`src/design/mvf_pkg.sv`:
```
`timescale 1ns / 1ps
// Shared types and constants of the majority vote fusion unit.
// No dependencies; imported by every other file of the block except mvf_ram.
package mvf_pkg;

  localparam int MVF_MAX_CLASSES = 16;
  localparam int MVF_MAX_MODELS  = 16;

  localparam int SCORE_W = 16;
  localparam int VOTE_W  = 5;
  localparam int IDX_W   = 4;
  localparam int CFG_W   = 5;
  localparam int CFG_AW  = 2;

  // configuration register indexes
  localparam logic [CFG_AW-1:0] REG_NUM_CLASSES = 2'd0;
  localparam logic [CFG_AW-1:0] REG_NUM_MODELS  = 2'd1;

  localparam logic [CFG_W-1:0] NUM_CLASSES_RST = 5'd2;
  localparam logic [CFG_W-1:0] NUM_MODELS_RST  = 5'd1;

  localparam logic [VOTE_W-1:0] VOTE_MAX = '1;

  typedef struct packed {
    logic [SCORE_W-1:0] score;
    logic               available;
  } mvf_in_t;

  typedef struct packed {
    logic [IDX_W-1:0]  class_index;
    logic [VOTE_W-1:0] vote_count;
    logic [IDX_W-1:0]  winner;
    logic              tie;
    logic              no_data;
    logic              last;
  } mvf_out_t;

  // controller to datapath
  typedef struct packed {
    logic take;
    logic vote_rd;
    logic vote_wr;
    logic scan_rd;
    logic emit_rd;
    logic emit_ld;
    logic idx_clr;
    logic idx_inc;
    logic clr_round;
  } mvf_cmd_t;

  // datapath to controller
  typedef struct packed {
    logic cls_last;
    logic mdl_last;
    logic rnd_end;
    logic idx_last;
    logic out_free;
  } mvf_sts_t;

endpackage

```
`src/design/majority_vote_fusion_unit.sv`:
```
`timescale 1ns / 1ps
// Top level of the majority vote fusion unit: controller plus datapath.
// Uses mvf_pkg, mvf_ctrl and mvf_dp.
//
//   channel  direction  ports                       payload
//   in       input      in_valid/in_stall/in_data    score, available
//   out      output     out_valid/out_stall/out_data class_index .. last
//   cfg      input      cfg_we/cfg_addr/cfg_wdata    num_classes, num_models
//
// A score is taken while idle; after the final score of an available model,
// the vote counter is read through the counter RAM's registered read, then written back.
// At the end of a round the scan reads every class counter, then each result
// takes a RAM read, then a load of the output register once that register is free.
// Reset is synchronous; counters are cleared at once by per-class valid bits.
// out_stall holds the output register; in_stall is high outside score intake.
module majority_vote_fusion_unit #(
  parameter int MAX_CLASSES = mvf_pkg::MVF_MAX_CLASSES,
  parameter int MAX_MODELS  = mvf_pkg::MVF_MAX_MODELS
) (
  input  logic                       clk,
  input  logic                       rst_n,
  input  logic                       cfg_we,
  input  logic [mvf_pkg::CFG_AW-1:0] cfg_addr,
  input  logic [mvf_pkg::CFG_W-1:0]  cfg_wdata,
  input  logic                       in_valid,
  output logic                       in_stall,
  input  mvf_pkg::mvf_in_t           in_data,
  output logic                       out_valid,
  input  logic                       out_stall,
  output mvf_pkg::mvf_out_t          out_data
);
  import mvf_pkg::*;

  mvf_cmd_t cmd;
  mvf_sts_t sts;

  mvf_ctrl u_ctrl (
    .clk          (clk),
    .rst_n        (rst_n),
    .in_valid     (in_valid),
    .in_available (in_data.available),
    .in_stall     (in_stall),
    .sts          (sts),
    .cmd          (cmd)
  );

  mvf_dp #(
    .MAX_CLASSES (MAX_CLASSES),
    .MAX_MODELS  (MAX_MODELS)
  ) u_dp (
    .clk       (clk),
    .rst_n     (rst_n),
    .cfg_we    (cfg_we),
    .cfg_addr  (cfg_addr),
    .cfg_wdata (cfg_wdata),
    .in_data   (in_data),
    .out_valid (out_valid),
    .out_stall (out_stall),
    .out_data  (out_data),
    .cmd       (cmd),
    .sts       (sts)
  );

endmodule

```
`src/design/mvf_ram.sv`:
```
`timescale 1ns / 1ps
// Generic single write port, single read port RAM with registered read data.
// No dependencies.
module mvf_ram #(
  parameter int WIDTH = 8,
  parameter int DEPTH = 16
) (
  input  logic                     clk,
  input  logic                     we,
  input  logic [$clog2(DEPTH)-1:0] waddr,
  input  logic [WIDTH-1:0]         wdata,
  input  logic                     re,
  input  logic [$clog2(DEPTH)-1:0] raddr,
  output logic [WIDTH-1:0]         rdata
);

  logic [WIDTH-1:0] mem_r [DEPTH];
  logic [WIDTH-1:0] rdata_r;

  always_ff @(posedge clk) begin
    if (we) begin
      mem_r[waddr] <= wdata;
    end
    if (re) begin
      rdata_r <= mem_r[raddr];
    end
  end

  assign rdata = rdata_r;

endmodule

```
`src/design/mvf_ctrl.sv`:
```
`timescale 1ns / 1ps
// Controller of the majority vote fusion unit: sequences score intake,
// counter update, end-of-round scan and result emission. Uses mvf_pkg.
module mvf_ctrl (
  input  logic              clk,
  input  logic              rst_n,
  input  logic              in_valid,
  input  logic              in_available,
  output logic              in_stall,
  input  mvf_pkg::mvf_sts_t sts,
  output mvf_pkg::mvf_cmd_t cmd
);
  import mvf_pkg::*;

  localparam logic [2:0] ST_IDLE  = 3'd0;
  localparam logic [2:0] ST_VRD   = 3'd1;
  localparam logic [2:0] ST_VWR   = 3'd2;
  localparam logic [2:0] ST_SCAN  = 3'd3;
  localparam logic [2:0] ST_SDONE = 3'd4;
  localparam logic [2:0] ST_ERD   = 3'd5;
  localparam logic [2:0] ST_ELD   = 3'd6;

  logic [2:0] state_r;
  logic [2:0] state_nxt;

  always_comb begin
    state_nxt = state_r;
    cmd       = '0;
    in_stall  = (state_r != ST_IDLE);
    case (state_r)
      ST_IDLE: begin
        if (in_valid) begin
          cmd.take = 1'b1;
          if (sts.cls_last) begin
            if (in_available) begin
              state_nxt = ST_VRD;
            end else if (sts.mdl_last) begin
              cmd.idx_clr = 1'b1;
              state_nxt   = ST_SCAN;
            end
          end
        end
      end
      ST_VRD: begin
        cmd.vote_rd = 1'b1;
        state_nxt   = ST_VWR;
      end
      ST_VWR: begin
        cmd.vote_wr = 1'b1;
        if (sts.rnd_end) begin
          cmd.idx_clr = 1'b1;
          state_nxt   = ST_SCAN;
        end else begin
          state_nxt = ST_IDLE;
        end
      end
      ST_SCAN: begin
        cmd.scan_rd = 1'b1;
        if (sts.idx_last) begin
          state_nxt = ST_SDONE;
        end else begin
          cmd.idx_inc = 1'b1;
        end
      end
      ST_SDONE: begin
        // last scan read lands this cycle
        cmd.idx_clr = 1'b1;
        state_nxt   = ST_ERD;
      end
      ST_ERD: begin
        cmd.emit_rd = 1'b1;
        state_nxt   = ST_ELD;
      end
      ST_ELD: begin
        if (sts.out_free) begin
          cmd.emit_ld = 1'b1;
          if (sts.idx_last) begin
            cmd.clr_round = 1'b1;
            state_nxt     = ST_IDLE;
          end else begin
            cmd.idx_inc = 1'b1;
            state_nxt   = ST_ERD;
          end
        end
      end
      default: begin
        state_nxt = ST_IDLE;
      end
    endcase
  end

  always_ff @(posedge clk) begin
    if (!rst_n) begin
      state_r <= ST_IDLE;
    end else begin
      state_r <= state_nxt;
    end
  end

  a_vote_pair: assert property (@(posedge clk) disable iff (!rst_n)
    state_r == ST_VRD |=> cmd.vote_wr)
    else $error("counter read not followed by its write");

  a_emit_free: assert property (@(posedge clk) disable iff (!rst_n)
    cmd.emit_ld |-> sts.out_free)
    else $error("result loaded into a busy output register");

  a_take_idle: assert property (@(posedge clk) disable iff (!rst_n)
    cmd.take |-> !cmd.vote_wr && !cmd.emit_ld && !cmd.scan_rd)
    else $error("score taken while round work is in progress");

endmodule

```
`src/design/mvf_dp.sv`:
```
`timescale 1ns / 1ps
// Datapath of the majority vote fusion unit: config registers, per-model best
// score tracking, vote counter RAM, winner scan and output register.
// Uses mvf_pkg and mvf_ram.
module mvf_dp #(
  parameter int MAX_CLASSES = mvf_pkg::MVF_MAX_CLASSES,
  parameter int MAX_MODELS  = mvf_pkg::MVF_MAX_MODELS
) (
  input  logic                          clk,
  input  logic                          rst_n,
  input  logic                          cfg_we,
  input  logic [mvf_pkg::CFG_AW-1:0]    cfg_addr,
  input  logic [mvf_pkg::CFG_W-1:0]     cfg_wdata,
  input  mvf_pkg::mvf_in_t              in_data,
  output logic                          out_valid,
  input  logic                          out_stall,
  output mvf_pkg::mvf_out_t             out_data,
  input  mvf_pkg::mvf_cmd_t             cmd,
  output mvf_pkg::mvf_sts_t             sts
);
  import mvf_pkg::*;

  localparam int CW = $clog2(MAX_CLASSES);
  localparam int MW = (MAX_MODELS > 1) ? $clog2(MAX_MODELS) : 1;

  logic [CFG_W-1:0]   ncls_r;
  logic [CFG_W-1:0]   nmdl_r;
  logic [CW-1:0]      nc_last;
  logic [MW-1:0]      nm_last;

  logic [SCORE_W-1:0] best_score_r;
  logic [CW-1:0]      best_class_r;
  logic [CW-1:0]      class_pos_r;
  logic [MW-1:0]      model_pos_r;
  logic               any_data_r;
  logic               rnd_end_r;
  logic [CW-1:0]      idx_r;
  logic [MAX_CLASSES-1:0] vld_r;
  logic               rd_vld_r;

  logic               scan_v_r;
  logic [CW-1:0]      pidx_r;
  logic [VOTE_W-1:0]  top_r;
  logic [CW-1:0]      win_r;
  logic               tie_r;

  logic               out_valid_r;
  mvf_out_t           out_r;

  logic               cfg_hit;
  logic               clr;
  logic               ram_re;
  logic [CW-1:0]      ram_raddr;
  logic [VOTE_W-1:0]  ram_rdata;
  logic [VOTE_W-1:0]  cnt;
  logic [VOTE_W-1:0]  cnt_inc;

  // effective counts: zero acts as one, above the maximum acts as the maximum
  always_comb begin
    if (ncls_r == '0) begin
      nc_last = '0;
    end else if (7'(ncls_r) > 7'(MAX_CLASSES)) begin
      nc_last = CW'(MAX_CLASSES - 1);
    end else begin
      nc_last = CW'(ncls_r - 5'd1);
    end
    if (nmdl_r == '0) begin
      nm_last = '0;
    end else if (7'(nmdl_r) > 7'(MAX_MODELS)) begin
      nm_last = MW'(MAX_MODELS - 1);
    end else begin
      nm_last = MW'(nmdl_r - 5'd1);
    end
  end

  assign cfg_hit = cfg_we && (cfg_addr == REG_NUM_CLASSES || cfg_addr == REG_NUM_MODELS);
  assign clr     = cfg_hit || cmd.clr_round;

  always_ff @(posedge clk) begin
    if (!rst_n) begin
      ncls_r <= NUM_CLASSES_RST;
      nmdl_r <= NUM_MODELS_RST;
    end else if (cfg_we) begin
      if (cfg_addr == REG_NUM_CLASSES) begin
        ncls_r <= cfg_wdata;
      end else if (cfg_addr == REG_NUM_MODELS) begin
        nmdl_r <= cfg_wdata;
      end
    end
  end

  // vote counters; an entry without its valid bit reads as zero
  assign ram_re    = cmd.vote_rd || cmd.scan_rd || cmd.emit_rd;
  assign ram_raddr = cmd.vote_rd ? best_class_r : idx_r;
  assign cnt       = rd_vld_r ? ram_rdata : '0;
  assign cnt_inc   = (cnt < VOTE_MAX) ? cnt + 5'd1 : cnt;

  mvf_ram #(
    .WIDTH (VOTE_W),
    .DEPTH (MAX_CLASSES)
  ) u_votes (
    .clk   (clk),
    .we    (cmd.vote_wr),
    .waddr (best_class_r),
    .wdata (cnt_inc),
    .re    (ram_re),
    .raddr (ram_raddr),
    .rdata (ram_rdata)
  );

  always_ff @(posedge clk) begin
    if (!rst_n) begin
      vld_r <= '0;
    end else if (clr) begin
      vld_r <= '0;
    end else if (cmd.vote_wr) begin
      vld_r[best_class_r] <= 1'b1;
    end
  end

  always_ff @(posedge clk) begin
    if (ram_re) begin
      rd_vld_r <= vld_r[ram_raddr];
    end
  end

  // score intake and round position
  always_ff @(posedge clk) begin
    if (!rst_n) begin
      best_score_r <= '0;
      best_class_r <= '0;
      class_pos_r  <= '0;
      model_pos_r  <= '0;
      any_data_r   <= 1'b0;
      rnd_end_r    <= 1'b0;
    end else if (clr) begin
      best_score_r <= '0;
      best_class_r <= '0;
      class_pos_r  <= '0;
      model_pos_r  <= '0;
      any_data_r   <= 1'b0;
      rnd_end_r    <= 1'b0;
    end else if (cmd.take) begin
      // first class, or a strictly higher score, takes the lead
      if (class_pos_r == '0 || in_data.score > best_score_r) begin
        best_score_r <= in_data.score;
        best_class_r <= class_pos_r;
      end
      if (class_pos_r == nc_last) begin
        class_pos_r <= '0;
        rnd_end_r   <= (model_pos_r == nm_last);
        if (in_data.available) begin
          any_data_r <= 1'b1;
        end
        if (model_pos_r == nm_last) begin
          model_pos_r <= '0;
        end else begin
          model_pos_r <= model_pos_r + 1'b1;
        end
      end else begin
        class_pos_r <= class_pos_r + 1'b1;
      end
    end
  end

  always_ff @(posedge clk) begin
    if (!rst_n) begin
      idx_r <= '0;
    end else if (cmd.idx_clr) begin
      idx_r <= '0;
    end else if (cmd.idx_inc) begin
      idx_r <= idx_r + 1'b1;
    end
  end

  // winner scan: data of the read issued last cycle
  always_ff @(posedge clk) begin
    if (!rst_n) begin
      scan_v_r <= 1'b0;
    end else begin
      scan_v_r <= cmd.scan_rd;
    end
  end

  always_ff @(posedge clk) begin
    pidx_r <= idx_r;
    if (scan_v_r) begin
      if (pidx_r == '0) begin
        top_r <= cnt;
        win_r <= '0;
        tie_r <= 1'b0;
      end else if (cnt > top_r) begin
        top_r <= cnt;
        win_r <= pidx_r;
        tie_r <= 1'b0;
      end else if (cnt == top_r) begin
        win_r <= pidx_r;
        tie_r <= 1'b1;
      end
    end
  end

  // output register
  always_ff @(posedge clk) begin
    if (!rst_n) begin
      out_valid_r <= 1'b0;
    end else if (cmd.emit_ld) begin
      out_valid_r <= 1'b1;
    end else if (!out_stall) begin
      out_valid_r <= 1'b0;
    end
  end

  always_ff @(posedge clk) begin
    if (cmd.emit_ld) begin
      out_r.class_index <= IDX_W'(idx_r);
      out_r.vote_count  <= cnt;
      out_r.winner      <= IDX_W'(win_r);
      out_r.tie         <= tie_r;
      out_r.no_data     <= !any_data_r;
      out_r.last        <= (idx_r == nc_last);
    end
  end

  assign out_valid = out_valid_r;
  assign out_data  = out_r;

  assign sts.cls_last = (class_pos_r == nc_last);
  assign sts.mdl_last = (model_pos_r == nm_last);
  assign sts.rnd_end  = rnd_end_r;
  assign sts.idx_last = (idx_r == nc_last);
  assign sts.out_free = !out_valid_r || !out_stall;

  a_vote_range: assert property (@(posedge clk) disable iff (!rst_n)
    cmd.vote_wr |-> best_class_r <= nc_last)
    else $error("vote written beyond the class count");

  a_clr_valid: assert property (@(posedge clk) disable iff (!rst_n)
    cmd.clr_round |=> vld_r == '0)
    else $error("counters not cleared after the round");

  a_scan_range: assert property (@(posedge clk) disable iff (!rst_n)
    scan_v_r |-> pidx_r <= nc_last)
    else $error("scan index beyond the class count");

endmodule

```
`config.mk`:
```
export PLATFORM = sky130hd
export DESIGN_NAME = majority_vote_fusion_unit
export DESIGN_NICKNAME = d
export VERILOG_FILES = /design/src/design/mvf_pkg.sv /design/src/design/majority_vote_fusion_unit.sv /design/src/design/mvf_ram.sv /design/src/design/mvf_ctrl.sv /design/src/design/mvf_dp.sv
export SDC_FILE = /design/constraint.sdc
export NUM_CORES = 1
export LEC_CHECK = 0
export ABC_AREA = 1
export BUFFER_PORTS_ARGS = -buffer_cell sky130_fd_sc_hd__buf_2
export CAP_MARGIN = 20
export CORE_MARGIN = 1.5
export CORE_UTILIZATION = 35
export CTS_CLUSTER_DIAMETER = 80
export DETAILED_ROUTE_END_ITERATION = 7
export PLACE_DENSITY = 0.62
export RECOVER_POWER = 50
export SETUP_SLACK_MARGIN = 0.3
export SLEW_MARGIN = 25
export SYNTH_ARGS = -nofsm -noshare
export SYNTH_HDL_FRONTEND = slang
export SYNTH_HIERARCHICAL = 1
export SYNTH_SLANG_ARGS = --single-unit
```
`constraint.sdc`:
```
create_clock -name clk -period 3.8 [get_ports clk]
set_clock_uncertainty 0.1 [all_clocks]
set_input_delay 0.38 -clock clk [delete_from_list [all_inputs] [get_ports clk]]
set_output_delay 0.38 -clock clk [all_outputs]
set_load 0.005 [all_outputs]
```
; Word-level counts from Yosys, hierarchy flattened
; Memory sizes are Yosys's and may differ from the RTL's. A register that Yosys moved wholly into a read port is not among the register bits.
; Cells that the tools add are included.
[totals]
ram_bits = 80
word_cells = 140
output_inout_bits = 18
inputBits = 29
reg_bits = 96
mem_count = 1
[mem_list]
columns = memory, depth, word_bits, rd, rd_clocked_by_memory_dff, write_ports, line
row1 = u_dp.u_votes.mem_r, 16, 5, 1, 1, 1, mvf_ram.sv:17  ; logic [WIDTH-1:0] mem_r [DEPTH];
[classes]
n_addsub = 6
mux = 50
order_cmp = 8
bitwise = 3
reduce_logical = 31
eq_ne = 17
[ops]
columns = cell, n
row1 = 4-bit 2-to-1 mux, 9
row2 = 1-bit 2-to-1 mux, 23
row3 = 3-bit 2-to-1 mux, 7
row4 = 3-bit case mux with 7 select lines, 1
row5 = 5-bit 2-to-1 mux, 4
row6 = 16-bit > comparator, 1
row7 = 16-bit OR, 1
row8 = 4-bit by 1-bit adder with 4-bit output (second input constant), 3
row9 = 4-bit == test, 3
row10 = 5-bit > comparator (second input constant), 2
row11 = 5-bit logical NOT, 2
row12 = 4-bit by 5-bit < comparator with 1-bit output (second input constant), 2
row13 = 2-bit AND reduction, 5
row14 = 3-bit == test (second input constant), 3
row15 = 4-bit logical NOT, 2
row16 = 2-bit inequality test (second input constant), 4
row17 = 4-bit by 1-bit subtractor with 4-bit output (second input constant), 2
row18 = 3-bit by 2-bit == test with 1-bit output (second input constant), 2
row19 = 1-bit logical OR, 6
row20 = 3-bit AND reduction, 2
row21 = 3-bit nonzero test, 2
row22 = 2-bit OR reduction, 3
row23 = 5-bit by 1-bit adder with 5-bit output (second input constant), 1
row24 = 5-bit == test, 1
row25 = 19 further kinds, 24

; Logic depth before layout (Yosys ltp)
; Gate-level depths: netlist of the first run.
[depth]
depth_word = 10
ltp_mapped = 17

; Cells and area by module
; The synthesis of the first run kept the hierarchy.
[modules_own_cells]
columns = mod, instances, area_per_inst_um2, seq_area_each_um2, cells_each
row1 = mvf_dp, 1, 4748.3, 2132.0, 628
row2 = mvf_ram, 1, 3783.6, 2552.4, 355
row3 = mvf_ctrl, 1, 326.6, 60.1, 53

; Worst setup path before layout of the first run
; Ideal clock, no wire load.
[synth_timing]
path_type = reg2reg
from = reg u_dp.ncls_r[0]
to = reg u_dp.class_pos_r[2]
arrival_ns = 2.220
synth_period_minus_slack_ns = 2.436
stages_incl_launch_ff = 17
slack_ns = 1.364
n_path_buf = 1
setup_ns = 0.116
path_cell_list = dfxtp_1 -> inv_1 -> ha_1 -> nand2_1 -> nand2_2 -> nand3_1 -> nand2_1 -> xor2_1 -> nor3_1 -> inv_1 -> nor3_1 -> nor3_2 -> inv_1 -> clkbuf_1 -> a21oi_1 -> o211ai_1 -> inv_1
[synth_lines]
columns = element, line
row1 = "start, declared", mvf_dp.sv:26  ; logic [CFG_W-1:0] ncls_r;
row2 = "start signal, assigned", mvf_dp.sv:85  ; ncls_r <= cfg_wdata;
row3 = "end signal, assigned", mvf_dp.sv:161  ; class_pos_r <= class_pos_r + 1'b1;
row4 = "end, declared", mvf_dp.sv:33  ; logic [CW-1:0] class_pos_r;

==> results of run 1 <==
where the power goes:
group	internal (uW)	switching, uW	total (uW)
registers	2460	120	2580
clock network	937	819	1760
logic	560	1330	1890
critical path, stage by stage (launching register included):
cell and delay, ns:
dfxtp_1 0.42, nand2_1 0.12, nor2_1 0.45, o21ai_1 0.25, inv_1 0.61, inv_2 0.35, nand3_1 0.17, nand3_1 0.09
nand3_1 0.11, nand2_1 0.06
through the flow:
step                      hold WS, ns  total power (uW)
after floorplan                0.2701              4061
after global placement         0.3113              4513
after detailed placement       0.3045              4543
after CTS                     0.06880              6314
after global routing          0.08996              6639
final                         0.09168              6226
placed cells by master, fill, tap and decap left out, drive strengths merged:
cell type and instances:
a21oi 66, a31oi 2, buf 42, bufinv 1, clkbuf 28, clkinv 4, clkinvlp 1, dfxtp 69
edfxtp 112, ha 29, inv 192, nand2 259, nand3 123, nand3b 3, nand4 6, nor2 93
nor3 8, nor4 3, o211ai 8, o21a 1, o21ai 22, o21bai 2, o221ai 1, o22ai 1
or2 1, or3 1, xnor2 1, xor2 6
registers in the layout (all words and copies together), names as in the netlist, 3 cells and up:
register / flops
u_dp/best_score_r: 16
u_dp/u_votes/mem_r: 80
u_dp/top_r: 5
u_dp/pidx_r: 4
u_dp/vld_r: 16
u_dp/class_pos_r: 4
u_ctrl/state_r: 3
u_dp/out_data: 16
u_dp/model_pos_r: 4
u_dp/nmdl_r: 5
u_dp/best_class_r: 4
u_dp/idx_r: 4
u_dp/ncls_r: 5
u_dp/u_votes/rdata: 5
u_dp/win_r: 4
cell type report:
| class | count | area [um^2] |
|---|---|---|
| clock buffers | 18 | 429.2 |
| clock inverters | 14 | 155.1 |
| fillers | 2557 | 15150 |
| inverters | 184 | 698.2 |
| multi-input cells | 636 | 3187 |
| flip-flops and latches | 181 | 4745 |
| well taps | 330 | 412.9 |
| repair buffers | 52 | 257.7 |
routing by layer:
metal	vias up	wire, um
met1	3102	8698
met3	17	818
met4	0	269
li1	3411	-
met2	159	9167
met5	-	0
final timing paths:
kind,start,end,slack (ns),depth (start not counted)
setup / recovery,u_ctrl/state_r[0],u_dp/u_votes/rdata[2],0.81,9
hold / removal,cfg_wdata[0],u_dp/nmdl_r[0],0.09,3
setup reg to reg,u_ctrl/state_r[0],u_dp/u_votes/rdata[2],0.81,9
hold reg to reg,u_dp/win_r[2],u_dp/out_data[5],0.32,0
cells by family after synthesis:
| family | count (synthesis) |
|---|---|
| buffers and inverters | 219 |
| AOI/OAI and AO/OA | 103 |
| adders and majority gates | 29 |
| DFF | 181 |
| xor gates and xnor gates | 7 |
| and+or+nand+nor | 497 |
==> key figures, run 1 <==
Run status
  – Status: finished clean

Clock network
  – PostCTS Resize Cnt: 0
  – Clk root buf: clkbuf_16
  – CTS Buffer Depth: 2
  – CTS tree: yes
  – CTS sink count: 181
  – Clock-pin slew on the worst setup and hold paths: 0.07 ns
  – Hold_buf cts: 0
  – Post-CTS setup buffers: 0
  – Skew-Pair Late Insertion Delay: 0.43 ns
  – H-tree levels: 4
  – Total CTS buffers: 17

Placed design
  – Port-buffer cells: 46
  – DPL Wire Length: 13.23 mm
  – Placed inst area: 9345 um^2
  – DP Worst Slack: 0.7913 ns
  – Final RePlAce weighted congestion: 0.8584
  – Inst Count DP: 1383

Drt
  – WL final: 18.96 mm
  – DRC viols: 0
  – Routed Antenna Nets: 0
  – DR WL/cell: 13.40 um
  – Vias: 6689
  – Drt pass-1 iters: 5
  – DRT iter0 DRCs: 414
  – Vias per inst: 4.727

Synthesis
  – Mapped Nets: 1094
  – Synth Area per Inst: 8.551 um^2
  – Post-Synth XOR/XNOR Area: 0.6921%
  – Predominant post-synthesis flop cell: edfxtp_1
  – Async SR Flop Fraction: 0%
  – Mapped Cells: 1036
  – Combinational family with the most area after synthesis: simple AND/OR/NAND/NOR gates
  – Simple logic cell fraction of the synthesized area: 24.99%
  – Most common cell in the netlist: nand2_1
  – Post-synth EDFFs: 112
  – Compound-Gate Fraction of Synth Area: 6.257%
  – Synth area leaders: edfxtp_1 38%, dfxtp_1 16%, nand2_1 9.8%, nand3_1 6.8%, inv_1 6.5%
  – Synth area leader: edfxtp_1
  – Synthesized cell area: 8858 um^2
  – Post-Synth Adder-Cell Area: 4.096%
  – Count of cell types in the netlist: 40
  – Yosys Warn Count: 6
  – Mux contribution to synthesized area: 0%
  – Register bit total from synthesis: 181
  – Register area share after synthesis: 53.56%
  – Post-synth top cells: 232 x nand2_1, 153 x inv_1, 120 x nand3_1, 112 x edfxtp_1, 85 x nor2_1
  – Synth top area share: 37.97%

Floorplanning
  – Num ports: 47
  – FP Rows: 58
  – Die area: 26270 um^2
  – Core ar.: 25040 um^2
  – Die Y: 162.1 um
  – Starting density of the core: 35.38%
  – Die width: 162.1 um

Worst setup path
  – Startpoint types: register
  – CP Capture Type: register
  – Crit path DAT: 3.08 ns
  – Req. time, crit path: 3.88 ns
  – Max Fanout on Critical Path: 24
  – Crit path kind: reg -> reg

Pwr
  – P_leak: 0.004166 uW
  – VDD IR max: 0.3143 mV
  – Pwr Density: 629.9 nW/um^2

Cells and area
  – Ant. Diodes: 0
  – Layout cells sized above 1: 13.00%
  – Final Core Density: 39.48%
  – Fin nets: 1130
  – Finished Layout Cells: 1415
  – Area Growth Syn to Fin: 11.58%
  – Final instance area: 9884 um^2

STA
  – Final max-slew violation count: 0
  – RSZ-0062 raised after global routing: no
  – Final period utilization: 78.75%
  – Headroom to the max-slew limit: 34.67%
  – Count of final hold-check violations: 0
  – Least-Margin Pin Slew: 0.9800 ns
  – Period minus WS final: 2.993 ns
  – Final worst setup slack: 0.8075 ns
  – Final setup fails: 0
  – Max Freq: 334.2 MHz
  – Setup TNS Final: 0 ns

Global route
  – Global route overflow: 0
  – Tot GR Track Use: 14.98%
  – Pin count of the biggest net entering global routing: 47
  – GR Layer Usage met2: 25.48%
  – M1 GR Usage: 19.16%
  – Vias in the first global route: 6340
  – Antenna violations before repair: 0
  – First-pass GRT wire length: 31.17 mm
  – Met3 Use GR: 2.835%
  – GR peak layer: met2

Worst hold path
  – Worst min path class: in -> reg

Run
  – Max-cap viol count: 0
Power figures use the tool's default switching activity.
==> run 2: changes to the inputs <==
ABC_AREA = 0   (was 1)
clock period = 2.8 ns   (was 3.8 ns; I/O delays follow)
==> key figures, run 2 <==
Cells and area
  – # fillers: 2175 (-15%)
  – Biggest register: u_dp/u_votes/mem_r
  – Area Growth Syn to Fin: 20.21%
  – Most common cell after layout, fill and taps aside: edfxtp_1
  – Ant. Diodes: 0 (unchanged)
  – Finished Layout Cells: 1122 (-21%)
  – Fin nets: 848 (-25%)
  – Layout cells sized above 1: 23.04% (+10 points)
  – Leading cell types in the layout, fill and taps excluded: 112 x edfxtp_1, 67 x dfxtp_1, 45 x nand3_1
  – Final Core Density: 42.86% (+3.4 points)
  – Max reg flops: 80 (unchanged)

Global route
  – Vias in the first global route: 5605 (-12%)
  – Global route overflow: 0 (unchanged)
  – Antenna violations before repair: 0 (unchanged)
  – Tot GR Track Use: 15.30% (+0.32 points)
  – First-pass GRT wire length: 29.37 mm (-5.8%)
  – Pin count of the biggest net entering global routing: 21 (-55%)

Run
  – Max-cap viol count: 0 (unchanged)

STA
  – Final setup fails: 0 (unchanged)
  – Setup TNS Final: 0 ns (unchanged)
  – Least-Margin Pin Slew: 0.9798 ns (-0.0001632 ns)
  – Max Freq: 364.5 MHz (+9.1%)
  – Final period utilization: 97.99% (+19 points)
  – RSZ-0062 raised after global routing: yes
  – Period minus WS final: 2.744 ns (-0.2487 ns)
  – Final worst setup slack: 0.05618 ns (-0.7513 ns)
  – Count of final hold-check violations: 0 (unchanged)
  – Headroom to the max-slew limit: 34.68% (about the same)
  – Final max-slew violation count: 0 (unchanged)

Placed design
  – Inst Count DP: 1077 (-22%)
  – Final RePlAce weighted congestion: 0.7870 (-8.3%)
  – DPL Wire Length: 12.13 mm (-8.3%)
  – Port-buffer cells: 46 (unchanged)
  – DP Worst Slack: 0.03422 ns (-0.7571 ns)

Drt
  – Met3 wire len: 724 um (-11%)
  – Highest Signal Layer: met4
  – Vias per inst: 5.088 (+7.6%)
  – WL met1: 8.703 mm (about the same)
  – WL final: 17.90 mm (-5.5%)
  – DR WL/cell: 15.96 um (+19%)
  – Drt pass-1 iters: 4 (-1)
  – Met2 wire len: 8.229 mm (-10%)
  – DRT iter0 DRCs: 321 (-22%)
  – Vias: 5709 (-15%)
  – DRC viols: 0 (unchanged)
  – Routed Antenna Nets: 0 (unchanged)

Synthesis
  – Register bit total from synthesis: 181 (unchanged)
  – Synth area leader: edfxtp_1
  – Most common cell in the netlist: edfxtp_1
  – Count of cell types in the netlist: 70 (+75%)
  – Yosys Warn Count: 6 (unchanged)
  – Post-synth EDFFs: 112 (unchanged)
  – Synthesized cell area: 8368 um^2 (-5.5%)
  – Predominant post-synthesis flop cell: edfxtp_1
  – Register area share after synthesis: 56.70% (+3.1 points)
  – Post-synth top cells: 112 x edfxtp_1, 69 x dfxtp_1, 47 x a21oi_1, 47 x nor2_1, 46 x nand3_1
  – Mapped Nets: 766 (-30%)
  – Synth Area per Inst: 11.82 um^2 (+38%)
  – Async SR Flop Fraction: 0% (unchanged)
  – Mapped Cells: 708 (-32%)
  – Synth top area share: 40.19% (+2.2 points)
  – Synth area leaders: edfxtp_1 40%, dfxtp_1 17%, mux4_2 5.7%, ha_1 4.3%, a21oi_1 2.8%

Floorplanning
  – Die area: 24850 um^2 (-5.4%)
  – Starting density of the core: 35.65% (+0.27 points)
  – Die Y: 157.6 um (-2.8%)
  – FP Rows: 56 (-3.4%)
  – Die width: 157.6 um (-2.8%)
  – Core ar.: 23470 um^2 (-6.2%)
  – Num ports: 47 (unchanged)

Clock network
  – CTS sink count: 181 (unchanged)
  – Total CTS buffers: 17 (unchanged)
  – Clk root buf: clkbuf_16
  – CTS Buffer Depth: 2 (unchanged)
  – Clock-pin slew on the worst setup and hold paths: 0.08 ns (about the same)
  – CTS tree: yes
  – Skew-Pair Late Insertion Delay: 0.44 ns (about the same)
  – H-tree levels: 4 (unchanged)

Pwr
  – P_leak: 0.003576 uW (-14%)
  – Pwr Density: 699.1 nW/um^2 (+11%)
  – VDD IR max: 0.3782 mV (+20%)

Worst setup path
  – Critical path's slowest cell: or3b_4
  – Reg2reg setup slack: 0.06 ns (-0.75 ns)
  – Req. time, crit path: 3.03 ns (-0.85 ns)
  – Worst-path cell chain: inv_4 -> ha_4 -> or3b_4 -> nand3_2 -> nor4bb_4 -> a31oi_2 -> a2111oi_4 -> and2_4 -> nand3b_1 -> buf_6 -> buf_6 -> buf_16 -> a21oi_1
  – Startpoint types: register
  – CP max stage delay: 0.45 ns (-0.16 ns)
  – Most frequent CP cell: buf_6
  – Crit path kind: reg -> reg
  – Max Fanout on Critical Path: 8 (-67%)
  – CP Capture Type: register
  – Crit path DAT: 2.97 ns (-0.11 ns)

Run status
  – Status: finished clean

Worst hold path
  – Worst min path class: in -> reg
## run 2: layout make-up
type	instances	area [um^2]	area share, %
multi-input cells	451	3498	34.78
inverters	40	155.1	1.542
repair buffers	99	673.1	6.692
flip-flops and latches	181	4750	47.21
clock inverters	14	155.1	1.542
well taps	319	399.1	3.968
clock buffers	18	429.2	4.266
## run 2: kinds of logic (layout without fill, tap and decap cells)
kind of cell / Yosys count / in the layout / synth area share, %
compound gates: 139 / 139 / 10.90
mux: 38 / 38 / 7.880
xor+xnor: 11 / 11 / 1.151
simple gates: 233 / 233 / 14.97
fa+ha+maj: 30 / 30 / 4.456
flops: 181 / 181 / 56.70
buf+inv: 76 / 171 / 3.947
## run 2: worst paths after layout
kind / end / depth (start not counted) / startpoint
setup / recovery: u_dp/best_score_r[2] / 13 / u_dp/ncls_r[0]
hold / removal: u_dp/nmdl_r[4] / 3 / cfg_wdata[4]
setup reg to reg: u_dp/best_score_r[2] / 13 / u_dp/ncls_r[0]
hold reg to reg: u_dp/out_data[6] / 0 / u_dp/win_r[3]
## run 2: stage by stage
stage	total power (uW)	hold slack (ns)	instance area [um^2]
floorplan	4259	0.2933	8467
global placement	4672	0.3037	9193
detailed placement	4708	0.3056	9193
CTS	7093	0.0003466	10000
global route	7375	0.02071	10060
finish	7033	0.01787	10060
## run 2: report_power, final
| part | switching (uW) | leakage [uW] | internal [uW] |
|---|---|---|---|
| logic | 918 | 0.00172 | 613 |
| clock network | 1130 | 0.000280 | 1200 |
| registers | 80.9 | 0.00158 | 3090 |
## run 2: critical path, delay by kind of cell (launching register included)
kind                       cells  cell delay, ns
AOI/OAI and AO/OA              3            0.49
adders and majority gates      1            0.11
buffers and inverters          4            0.47
DFF                            1            0.36
and+or+nand+nor                5            1.10
## run 2: repair_timing
action | 4_1_cts | 5_1_grt
setup buffers | 6 | 0
gates cloned | 2 | 0
setup endpoints to repair | 59 | 64
pin swaps | 1 | 4
hold endpoints to repair | 6 | 0
hold buffers | 5 | 0
gates resized for setup | 20 | 29
## run 2: metal layers
layer / track usage (%) / vias up
li1: - / 2800
met1: 20.92 / 2772
met4: 4.807 / 0
met3: 3.175 / 16
met2: 24.31 / 121
met5: 0 / -
==> run 3: changes to the inputs <==
BUFFER_PORTS_ARGS = not set   (was -buffer_cell sky130_fd_sc_hd__buf_2)
DONT_BUFFER_PORTS = 1   (was not set)
PLACE_DENSITY = 0.6   (was 0.62)
==> key figures, run 3 (synthesis gave the netlist of run 2 again) <==
Worst setup path
  – Critical path's slowest cell: or3b_4
  – Req. time, crit path: 3.06 ns (+0.03 ns)
  – R2R depth: 14 (+1)
  – Startpoint types: register
  – RR Endpoint: u_ctrl/state_r[2]
  – CP max stage delay: 0.43 ns (-0.02 ns)
  – Worst setup path startpoint: u_dp/ncls_r[0]
  – Reg2reg setup slack: 0.002 ns (-0.05 ns)
  – CP Capture Type: register
  – Worst flop-to-flop path startpoint: u_dp/ncls_r[0]
  – Max Fanout on Critical Path: 6 (-2)
  – Crit path kind: reg -> reg
  – Crit path DAT: 3.06 ns (+0.09 ns)
  – Worst-path cell chain: inv_4 -> ha_4 -> or3b_4 -> nor3_1 -> a21oi_1 -> a311oi_2 -> a2111oi_4 -> buf_4 -> buf_6 -> buf_4 -> a21oi_1 -> o21ai_0 -> a211o_1 -> nor2_1

Worst hold path
  – Hold path endpoint: u_ctrl/state_r[0]
  – Worst hold stages: 3 (unchanged)
  – Worst Min Path Start: in_data[0]
  – Worst min path class: in -> reg

Global route
  – First-pass GRT wire length: 29.17 mm (-0.68%)
  – Vias in the first global route: 5550 (-0.98%)
  – M1 GR Usage: 20.76% (-0.17 points)
  – GR Layer Usage met2: 24.37% (+0.063 points)
  – Global route overflow: 0 (unchanged)
  – Tot GR Track Use: 15.32% (+0.018 points)
  – Met3 Use GR: 3.942% (+0.77 points)
  – Pin count of the biggest net entering global routing: 21 (unchanged)
  – GR peak layer: met2
  – Antenna violations before repair: 0 (unchanged)

Cells and area
  – Most common cell after layout, fill and taps aside: edfxtp_1
  – Seq. cell area: 4748 um^2 (about the same)
  – Area Growth Syn to Fin: 20.40%
  – Ant. Diodes: 0 (unchanged)
  – Biggest register: u_dp/u_votes/mem_r
  – Layout cells sized above 1: 18.55% (-4.5 points)
  – # fillers: 2167 (-0.37%)
  – Fin nets: 832 (-1.9%)
  – Leading cell types in the layout, fill and taps excluded: 112 x edfxtp_1, 68 x dfxtp_1, 46 x a21oi_1
  – Finished Layout Cells: 1106 (-1.4%)
  – Max reg flops: 80 (unchanged)
  – Final instance area: 10070 um^2 (+0.15%)
  – Multi-input logic area: 3442 um^2 (-1.6%)

Drt
  – DRT iter0 DRCs: 446 (+39%)
  – Vias per inst: 5.127 (+0.75%)
  – WL final: 17.96 mm (+0.32%)
  – DRC viols: 0 (unchanged)
  – DR WL/cell: 16.24 um (+1.8%)
  – Vias: 5670 (-0.68%)
  – Routed Antenna Nets: 0 (unchanged)
  – Drt pass-1 iters: 6 (+2)

Placed design
  – DPL Wire Length: 11.84 mm (-2.4%)
  – Placed inst area: 8945 um^2 (-2.7%)
  – DP Worst Slack: -0.02036 ns (-0.05458 ns)
  – Final RePlAce weighted congestion: 0.7753 (-1.5%)
  – Inst Count DP: 1030 (-4.4%)
  – Port-buffer cells: 0 (-100%)

Clock network
  – Clk root buf: clkbuf_16
  – Skew-Pair Late Insertion Delay: 0.44 ns (about the same)
  – CTS sink count: 181 (unchanged)
  – H-tree levels: 4 (unchanged)
  – CTS Buffer Depth: 2 (unchanged)
  – CTS tree: yes
  – Total CTS buffers: 17 (unchanged)
  – Clock-pin slew on the worst setup and hold paths: 0.08 ns (about the same)

Floorplanning
  – Die width: 157.6 um (unchanged)
  – FP Rows: 56 (unchanged)
  – Num ports: 47 (unchanged)
  – Die area: 24850 um^2 (unchanged)
  – Core ar.: 23470 um^2 (unchanged)
  – Die Y: 157.6 um (unchanged)
  – Starting density of the core: 35.65% (unchanged)

Pwr
  – Sw frac: 29.73% (-0.57 points)
  – Sequential share of power: 45.4% (+0.3 points)
  – P_sw: 2077 uW (-2.5%)
  – Internal power: 4909 uW (+0.16%)
  – VDD IR max: 0.3803 mV (+0.57%)
  – Logic pwr share: 21.7% (about the same)
  – Pwr Density: 693.5 nW/um^2 (-0.81%)
  – Clk network pwr share: 33.0% (about the same)
  – P_leak: 0.003581 uW (+0.14%)

STA
  – Period minus WS final: 2.798 ns (+0.05458 ns)
  – Setup TNS Final: 0 ns (unchanged)
  – Count of final hold-check violations: 0 (unchanged)
  – Max Freq: 357.3 MHz (-2.0%)
  – RSZ-0062 raised after global routing: yes
  – Least-Margin Pin Slew: 0.7953 ns (-0.1845 ns)
  – Final setup fails: 0 (unchanged)
  – Final max-slew violation count: 0 (unchanged)
  – Final period utilization: 99.94% (+1.9 points)
  – Headroom to the max-slew limit: 46.98% (+12 points)
  – Final worst setup slack: 0.001594 ns (-0.05458 ns)

Run status
  – Status: finished clean

Run
  – Max-cap viol count: 0 (unchanged)
-- run 3: changes by cell type in the layout (fill, tap and decap cells not counted), moves of 3 or more --
cell	change
buf_2	-30
nor2_1	+6
a22oi_1	-3
clkbuf_1	-14
a21oi_1	+8
a21oi_2	-7
nor2_2	-3
a22oi_2	+3
clkinv_4	+4
nor2_4	-3
dlygate4sd3_1	+25
-- run 3: layout make-up --
cell class | instances | area share (%)
tap | 319 | 3.962
clock buffer | 18 | 4.359
clock inverter | 14 | 1.354
timing repair buffer | 83 | 7.489
sequential | 181 | 47.13
inverter | 40 | 1.540
multi-input combinational | 451 | 34.17
-- run 3: worst max path at each step --
stage                       endpoint
2_1_floorplan  u_dp/best_score_r[10]
3_3_place_gp    u_dp/best_score_r[7]
3_5_place_dp           u_dp/idx_r[0]
4_1_cts            u_ctrl/state_r[1]
5_1_grt                u_dp/idx_r[0]
6_report           u_ctrl/state_r[2]
-- run 3: power by group through the flow --
stage	Clock, uW	Sequential (uW)	Combinational (uW)
floorplan	0	3210	1050
global route	2490	3190	1680
global placement	0	3220	1410
detailed placement	0	3230	1430
CTS	2360	3170	1530
finish	2300	3170	1510
-- run 3: per-layer routing --
| layer | wire length, um | part of all wire [%] |
|---|---|---|
| met1 | 8722 | 49 |
| met2 | 8362 | 47 |
| met3 | 695 | 3.9 |
| met4 | 180 | 1.0 |
| met5 | 0 | 0 |
-- run 3: through the flow --
| step | hold WS, ns | util, % | power (uW) |
|---|---|---|---|
| floorplan | 0.2933 | - | 4259 |
| global placement | 0.2711 | 38.11 | 4635 |
| detailed placement | 0.2603 | 38.11 | 4658 |
| CTS | 0.01217 | 42.67 | 7054 |
| global route | 0.05411 | 42.92 | 7353 |
| finish | 0.04318 | 42.92 | 6986 |
-- run 3: what timing repair did --
| action | 4_1_cts | 5_1_grt |
|---|---|---|
| resized for setup | 19 | 16 |
| setup endpoints to repair | 64 | 59 |
| setup buffers | 10 | 1 |
| pin swaps | 7 | 6 |
| hold buffers | 30 | 0 |
| hold endpoints to repair | 36 | 0 |
| cloned | 2 | 1 |
-- run 3: worst max-delay path: cells and delay by family, from the launching register on --
kind,cells,cell delay (ns)
AOI/OAI and AO/OA,6,0.98
adders and majority gates,1,0.12
buffers and inverters,4,0.44
DFF,1,0.36
and+or+nand+nor,3,0.74
